--- config.mk ---
export PLATFORM = sky130hd
export DESIGN_NAME = prologue_epilogue_unwind_scanner_core
export DESIGN_NICKNAME = d
export VERILOG_FILES = /design/src/peus_pkg.sv /design/src/peus_decode.sv /design/src/prologue_epilogue_unwind_scanner_core.sv
export SDC_FILE = /design/constraint.sdc
export NUM_CORES = 1
export LEC_CHECK = 0
export BUFFER_PORTS_ARGS = -buffer_cell sky130_fd_sc_hd__clkbuf_2
export CORE_ASPECT_RATIO = 0.7
export CORE_UTILIZATION = 61
export CTS_BUF_LIST = sky130_fd_sc_hd__clkbuf_16
export DETAILED_ROUTE_END_ITERATION = 12
export PLACE_DENSITY = 0.85
export SYNTH_ARGS = -nofsm -noshare
export SYNTH_HDL_FRONTEND = slang
export SYNTH_SLANG_ARGS = --single-unit
--- constraint.sdc ---
create_clock -name clk -period 30 [get_ports clk]
set_input_delay 4.5 -clock clk [delete_from_list [all_inputs] [get_ports clk]]
set_output_delay 4.5 -clock clk [all_outputs]
set_load 0.05 [all_outputs]
--- src/peus_pkg.sv ---
package peus_pkg;

    localparam int ADDR_BITS = 64;
    localparam int ADDR_W = 64;
    localparam logic [ADDR_W-1:0] ADDR_MASK = (ADDR_W'(1) << ADDR_BITS) - ADDR_W'(1);

    localparam logic [31:0] OP_MFLR_R0 = 32'h7c0802a6;
    localparam logic [31:0] OP_STW_R0_R1 = 32'h90010000;
    localparam logic [31:0] OP_STWU_R1 = 32'h94210000;
    localparam logic [31:0] OP_MTLR_R0 = 32'h7c0803a6;
    localparam logic [31:0] OP_LWZ_R0_R1 = 32'h80010000;
    localparam logic [31:0] OP_ADDI_R1_R1 = 32'h38210000;
    localparam logic [31:0] OP_MR_R1_MASK = 32'hffc003ff;
    localparam logic [31:0] OP_MR_R1 = 32'h7d400378;
    localparam logic [31:0] OP_BLR = 32'h4e800020;
    localparam logic [31:0] HI_MASK = 32'hffff0000;

    localparam logic [1:0] RA_REG_NONE = 2'd0;
    localparam logic [1:0] RA_REG_LR = 2'd1;
    localparam logic [1:0] RA_REG_R0 = 2'd2;

    localparam logic REC_INTERVAL = 1'b0;
    localparam logic REC_END = 1'b1;

    localparam int MAX_RECS = 3;

    typedef struct packed {
        logic       in_frame;
        logic [1:0] ra_reg;
        logic       frame_saved;
    } ra_state_t;

    typedef struct packed {
        logic signed [16:0] frame_bytes;
        logic signed [15:0] saved_ra_offset;
        ra_state_t          cur;
        ra_state_t          canon;
        logic               canon_taken;
    } unwind_state_t;

    typedef struct packed {
        logic              kind;
        logic [ADDR_W-1:0] addr;
        ra_state_t         ra;
    } record_t;

    localparam ra_state_t RA_STATE_RESET = '{in_frame: 1'b0, ra_reg: RA_REG_LR,
                                             frame_saved: 1'b0};

    localparam unwind_state_t STATE_RESET = '{frame_bytes: 17'sd0, saved_ra_offset: 16'sd0,
                                              cur: RA_STATE_RESET, canon: RA_STATE_RESET,
                                              canon_taken: 1'b0};

endpackage

--- src/peus_decode.sv ---
module peus_decode (
    input  logic [31:0]                       ins_word,
    input  logic [peus_pkg::ADDR_W-1:0]       ins_addr,
    input  logic                              routine_first,
    input  logic                              routine_last,
    input  peus_pkg::unwind_state_t           state,
    output peus_pkg::unwind_state_t           state_next,
    output peus_pkg::record_t [peus_pkg::MAX_RECS-1:0] recs,
    output logic [1:0]                        rec_count
);

    peus_pkg::unwind_state_t   base;
    peus_pkg::unwind_state_t   ns;
    logic signed [15:0]        disp;
    logic [31:0]               hi;
    logic signed [17:0]        fb_plus4;
    logic [peus_pkg::ADDR_W-1:0] addr_m;
    logic [peus_pkg::ADDR_W-1:0] next_addr;
    logic                      change;
    logic [1:0]                cnt;

    always_comb
    begin
        base = routine_first ? peus_pkg::STATE_RESET : state;
        ns = base;
        change = 1'b0;
        disp = signed'(ins_word[15:0]);
        hi = ins_word & peus_pkg::HI_MASK;
        fb_plus4 = 18'(base.frame_bytes) + 18'sd4;
        addr_m = ins_addr & peus_pkg::ADDR_MASK;
        next_addr = (addr_m + peus_pkg::ADDR_W'(4)) & peus_pkg::ADDR_MASK;

        if (ins_word == peus_pkg::OP_MFLR_R0)
        begin
            ns.cur.in_frame = 1'b0;
            ns.cur.ra_reg = peus_pkg::RA_REG_R0;
            change = 1'b1;
        end
        else if (hi == peus_pkg::OP_STW_R0_R1)
        begin
            ns.saved_ra_offset = disp;
            if ((fb_plus4 == 18'(disp)) && (disp > 16'sd4))
            begin
                ns.cur.in_frame = 1'b1;
                ns.cur.ra_reg = peus_pkg::RA_REG_NONE;
                ns.cur.frame_saved = 1'b1;
                change = 1'b1;
                if (!base.canon_taken)
                begin
                    ns.canon_taken = 1'b1;
                    ns.canon.in_frame = 1'b1;
                    ns.canon.ra_reg = peus_pkg::RA_REG_NONE;
                    ns.canon.frame_saved = 1'b1;
                end
            end
        end
        else if (hi == peus_pkg::OP_STWU_R1)
        begin
            ns.cur.in_frame = 1'b0;
            ns.cur.frame_saved = 1'b1;
            ns.frame_bytes = -17'(disp);
            change = 1'b1;
        end
        else if (ins_word == peus_pkg::OP_MTLR_R0)
        begin
            ns.cur.in_frame = 1'b0;
            ns.cur.ra_reg = peus_pkg::RA_REG_LR;
            change = 1'b1;
        end
        else if (((ins_word & peus_pkg::OP_MR_R1_MASK) == peus_pkg::OP_MR_R1) ||
                 ((hi == peus_pkg::OP_ADDI_R1_R1) && (17'(disp) == base.frame_bytes)))
        begin
            ns.cur.frame_saved = 1'b0;
            change = 1'b1;
        end
        else if (hi == peus_pkg::OP_LWZ_R0_R1)
        begin
            if (disp == base.saved_ra_offset)
            begin
                ns.cur.in_frame = 1'b0;
                ns.cur.ra_reg = peus_pkg::RA_REG_R0;
                change = 1'b1;
            end
        end
        else if ((ins_word == peus_pkg::OP_BLR) && !routine_last)
        begin
            if (base.cur != base.canon)
            begin
                ns.cur = base.canon;
                change = 1'b1;
            end
        end

        recs = '0;
        cnt = 2'd0;
        if (routine_first)
        begin
            recs[cnt] = '{kind: peus_pkg::REC_INTERVAL, addr: addr_m,
                          ra: peus_pkg::RA_STATE_RESET};
            cnt = cnt + 2'd1;
        end
        if (change)
        begin
            recs[cnt] = '{kind: peus_pkg::REC_INTERVAL, addr: next_addr, ra: ns.cur};
            cnt = cnt + 2'd1;
        end
        if (routine_last)
        begin
            recs[cnt] = '{kind: peus_pkg::REC_END, addr: next_addr, ra: ns.cur};
            cnt = cnt + 2'd1;
        end
    end

    assign state_next = ns;
    assign rec_count = cnt;

endmodule

--- src/prologue_epilogue_unwind_scanner_core.sv ---
// Scans the instruction words of 32-bit PowerPC routines for prologue and
// epilogue instructions and produces unwind-interval records.
// The input channel takes one word per instruction: ins_word, ins_addr and
// the routine_first and routine_last marks, under in_valid and in_stall.
// The output channel gives one record at a time under out_valid and out_stall.
// An instruction may cause zero to three records; last_of_run marks the
// final record that one instruction causes.
// A word is registered in the decode register on acceptance, and its first
// record is then loaded into the output register when that register has room.
// Words that cause no record or one record stream at one per cycle while the
// output is not stalled; an instruction that causes several records holds the
// decode register until each of them has been loaded into the single output
// register.
// When the receiver stalls, the output register holds its record and the
// decode register holds its instruction; in_stall rises once both are full.
// Reset empties both registers and returns the tracking state to its
// initial values: return address in the link register, no frame saved.
module prologue_epilogue_unwind_scanner_core (
    input  logic                        clk,
    input  logic                        rst_n,
    input  logic                        in_valid,
    output logic                        in_stall,
    input  logic [31:0]                 ins_word,
    input  logic [peus_pkg::ADDR_W-1:0] ins_addr,
    input  logic                        routine_first,
    input  logic                        routine_last,
    output logic                        out_valid,
    input  logic                        out_stall,
    output logic                        record_kind,
    output logic [peus_pkg::ADDR_W-1:0] rec_addr,
    output logic                        ra_in_frame,
    output logic [1:0]                  ra_reg_id,
    output logic                        frame_saved,
    output logic                        last_of_run
);

    logic                        stage_valid_reg;
    logic                        stage_valid_next;
    logic [31:0]                 word_reg;
    logic [peus_pkg::ADDR_W-1:0] addr_reg;
    logic                        first_reg;
    logic                        last_reg;
    logic [1:0]                  sel_reg;
    logic [1:0]                  sel_next;
    peus_pkg::unwind_state_t     state_reg;
    peus_pkg::unwind_state_t     state_next;
    logic                        out_valid_reg;
    logic                        out_valid_next;
    peus_pkg::record_t           out_rec_reg;
    logic                        out_last_reg;

    peus_pkg::record_t [peus_pkg::MAX_RECS-1:0] recs;
    logic [1:0]                  rec_count;
    logic                        out_room;
    logic                        load_out;
    logic                        final_rec;
    logic                        retire;
    logic                        in_ready;
    logic                        accept;

    peus_decode u_decode (
        .ins_word      (word_reg),
        .ins_addr      (addr_reg),
        .routine_first (first_reg),
        .routine_last  (last_reg),
        .state         (state_reg),
        .state_next    (state_next),
        .recs          (recs),
        .rec_count     (rec_count)
    );

    always_comb
    begin
        out_room = !out_valid_reg || !out_stall;
        load_out = stage_valid_reg && (rec_count != 2'd0) && out_room;
        final_rec = (sel_reg == 2'(rec_count - 2'd1));
        retire = stage_valid_reg && ((rec_count == 2'd0) || (load_out && final_rec));
        in_ready = !stage_valid_reg || retire;
        accept = in_valid && in_ready;

        stage_valid_next = accept ? 1'b1 : (retire ? 1'b0 : stage_valid_reg);
        if (retire)
            sel_next = 2'd0;
        else if (load_out)
            sel_next = sel_reg + 2'd1;
        else
            sel_next = sel_reg;
        out_valid_next = load_out ? 1'b1 : (out_stall ? out_valid_reg : 1'b0);
    end

    always_ff @(posedge clk or negedge rst_n)
    begin
        if (!rst_n)
        begin
            stage_valid_reg <= 1'b0;
            sel_reg <= 2'd0;
            out_valid_reg <= 1'b0;
            state_reg <= peus_pkg::STATE_RESET;
        end
        else
        begin
            stage_valid_reg <= stage_valid_next;
            sel_reg <= sel_next;
            out_valid_reg <= out_valid_next;
            if (retire)
                state_reg <= state_next;
        end
    end

    always_ff @(posedge clk)
    begin
        if (accept)
        begin
            word_reg <= ins_word;
            addr_reg <= ins_addr;
            first_reg <= routine_first;
            last_reg <= routine_last;
        end
        if (load_out)
        begin
            out_rec_reg <= recs[sel_reg];
            out_last_reg <= final_rec;
        end
    end

    assign in_stall = !in_ready;
    assign out_valid = out_valid_reg;
    assign record_kind = out_rec_reg.kind;
    assign rec_addr = out_rec_reg.addr;
    assign ra_in_frame = out_rec_reg.ra.in_frame;
    assign ra_reg_id = out_rec_reg.ra.ra_reg;
    assign frame_saved = out_rec_reg.ra.frame_saved;
    assign last_of_run = out_last_reg;

endmodule

==> summary.txt <==
Outcome
  – Status: finished clean

Floorplan
  – Initial Utilization: 0.622
  – Core ar.: ~0.018 sq mm
  – I/O pin count: ~170
  – Die Height: 115 microns
  – Die Area: approximately 0.019 sq mm
  – Rows: just over 40
  – Chip Width: 164 microns

Clocking
  – Post-CTS Setup Bufs: 0
  – Num Clock Sinks: roughly 210
  – Clk slew on worst S/H paths: roughly 0.07 ns
  – Num CTS Buffers: 21
  – Later-pin clock latency in the skew report: 0.51 ns
  – H-tree levels: 1
  – Post-cts resize count: 0
  – Clock Tree Buf Depth: 3
  – CTS Root Cell: clkbuf_16
  – Hold Buf Count CTS: 0
  – CTS tree: done

Global route
  – First-pass GRT wire length: ~45000 microns
  – Largest net degree at the start of global routing: 74
  – GRT Residual Overflow: 0
  – Tot GR Track Use: 0.309
  – Initial antenna violation count: 0
  – Vias in the first global route: 8353

STA
  – Max-slew headroom: 0.179
  – Final number of hold-violating endpoints: 0
  – Skew final: approximately 0.018 ns
  – Fin crit share: 0.355
  – Final Critical Period: 10.65 ns
  – Slew Limit Fails: 0
  – Unrepaired setup endpoints after global routing: false
  – TNS Setup: 0 ns
  – Slew @ Worst Pin: 1.23 ns
  – Finish-stage setup viols: 0
  – Max Fclk: around 0.094 GHz

Setup path
  – Startpoint types: input port
  – CP Max Fanout: 73
  – Critical Path Sink: in_stall
  – Worst path cell trace: clkbuf_2 -> a21oi_4 -> buf_4 -> and2_1 -> nor2_1 -> clkbuf_2
  – CP Capture Type: output pin
  – CP Data Required Time: around 26 ns
  – Largest delay share family, worst path: buffers and inverters
  – Crit path buf inv count: 3
  – Reg2Reg Depth: 20
  – R2r endpoint: addr_reg[36]$_DFFE_PP_
  – Worst Setup SP: out_stall
  – Critical path depth: 6
  – Worst path slowest cell: buf_4
  – FF-to-FF Start: first_reg$_DFFE_PP_
  – Arrival time at the worst endpoint: 6.15 ns
  – Crit path kind: input port to output pin
  – Cell mode on critical path: clkbuf_2
  – CP peak stage delay: between 0.7 and 0.8 ns
  – Reg2Reg Setup Slack: approximately 23 ns

Layout
  – ANT cells: 0
  – Final core occ: 0.711
  – Fin nets: 1256
  – Layout cell share with drive strength beyond 1: 0.206
  – Layout area overhead: 14.3%

Yosys
  – YS warnings: 0
  – Multiplexer area fraction after synthesis: 0.00458
  – Largest family of logic cells by synthesized area: simple AND/OR/NAND/NOR gates
  – Average cell area after synthesis: ~11 sq um
  – Synth async-reset ratio: 0.215
  – EDFF count, synth: around 170
  – Post-Synth Adder-Cell Area: 0.00894
  – Synth Area in Simple Gates: 0.201
  – Part of the Yosys area used for sequential elements: 0.554
  – Distinct cells, synth: 75
  – Cell area after synthesis: roughly 0.011 sq mm
  – Synthesized flop and latch total: around 210
  – Post-synthesis net count: ~1100
  – Post-synthesis xor/xnor area fraction: 0.0438
  – Compound-Gate Fraction of Synth Area: 0.155
  – Top_reg_cell synth: edfxtp_1
  – Post-Syn Instances: roughly 1000

Min path
  – Hold Path Origin: state_reg[6]$_DFFE_PN1P_
  – Min-Delay Path Depth: 2
  – Tightest Hold Check Type: flop to flop

Route
  – Pre-Repair DR Iteration Count: 6
  – Vias: just over 9000
  – DR WL/cell: between 20 and 25 microns
  – DRC Markers: 0
  – Vias/cell: ~6.6
  – DR iter-0 viols: approximately 1100
  – Routed Antenna Nets: 0
  – Total Wirelength: around 29000 microns

Power and ir drop
  – Power per Cell Area: approximately 92 mW/mm^2
  – Leakage: 4.64 nW
  – Maximum VDD drop: about 140 uV

Flow run
  – Max_cap viols: 0

Placement
  – Routability cong.: between 0.9 and 1
  – PortBufs: 173
  – Hpwl dp: 19600 microns
[placed cells by master (no fill, tap or decap), drive strengths merged, types with 15 or more instances in the layout]
cell type / n
nand4: 43
clkbuf: 194
nor2: 76
nor4bb: 15
nand2b: 17
o21ai: 48
and3: 17
nand2: 87
inv: 28
a21oi: 16
a22o: 32
o31ai: 34
a31oi: 17
nand3: 43
dfrtp: 44
xnor2: 45
or3: 21
nor3: 21
edfxtp: 168
o2111ai: 28
[metal layers]
metal | share of wire | vias up | global-route usage
met5 | 0 | - | 0
met1 | 0.43 | 4388 | 0.474
met2 | 0.43 | 625 | 0.449
li1 | - | 4214 | -
met3 | 0.12 | 47 | 0.0660
met4 | 0.021 | 0 | 0.0759
[power breakdown]
group          internal [mW]  switching [mW]  leakage, nW
clock network          0.145           0.109        0.347
registers              0.430          0.0692         2.24
logic                 0.0970           0.325         2.06
[area by class of cell]
type	count	area (sq um)
Timing Repair Buffer	183	941
Clock buffer	21	526
Tap cell	236	295
Clock inverter	17	130
Multi-Input combinational cell	708	4650
Fill cell	1245	5200
Sequential cell	214	6200
Inverter	18	67.6
[worst min-delay path by stage]
stage | slack (ns) | to
5_1_grt | 0.53 | state_reg[6]$_DFFE_PN1P_
4_1_cts | 0.52 | state_reg[6]$_DFFE_PN1P_
3_3_place_gp | 0.46 | state_reg[0]$_DFFE_PN0P_
6_report | 0.52 | state_reg[6]$_DFFE_PN1P_
2_1_floorplan | 0.45 | state_reg[0]$_DFFE_PN0P_
3_5_place_dp | 0.49 | state_reg[0]$_DFFE_PN0P_
[tightest hold or removal path, cell delays in order, from the launching register on]
cell	delay [ns]
dfstp_2	0.39
nand2_1	0.05
o21ai_0	0.07
[synth_stat cells, types with 12 or more instances]
master | n | area, sq um
nand3_1 | 43 | 215
a31oi_1 | 17 | 106
o31ai_1 | 34 | 255
nor4bb_1 | 15 | 150
nand2_1 | 86 | 323
a21oi_1 | 15 | 75.1
dfrtp_1 | 44 | 1100
xnor2_1 | 45 | 394
buf_2 | 16 | 80.1
a22o_1 | 32 | 280
edfxtp_1 | 168 | 5040
nor3_1 | 21 | 105
o32ai_1 | 12 | 105
and3_1 | 17 | 106
nor2b_1 | 12 | 75.1
o2111ai_1 | 28 | 245
or3_1 | 21 | 131
inv_1 | 18 | 67.6
nand2b_1 | 17 | 106
nand4_1 | 43 | 269
clkbuf_1 | 37 | 139
o21ai_0 | 40 | 200
nor2_1 | 76 | 285
[logic make-up (layout without fill, tap and decap cells)]
logic type	Yosys count	after routing
adders and majority gates	8	8
buffers and inverters	82	239
DFF	214	214
and+or+nand+nor	407	407
xor gates and xnor gates	56	56
muxes	5	5
AOI/OAI and AO/OA	232	232
[stage by stage]
| step | hold slack (ns) | total power [mW] | instances | area [sq um] | setup WS (ns) |
|---|---|---|---|---|---|
| floorplan | 0.447 | 0.810 | 1004 | 11200 | 16.29 |
| global placement | 0.463 | 0.905 | 1359 | 12100 | 19.40 |
| detailed placement | 0.487 | 0.917 | 1359 | 12100 | 19.33 |
| CTS | 0.516 | 1.17 | 1397 | 12800 | 19.35 |
| global route | 0.535 | 1.22 | 1397 | 12800 | 18.89 |
| finish | 0.517 | 1.18 | 1397 | 12800 | 19.35 |
Note: power is estimated with default switching activity, not from simulation.
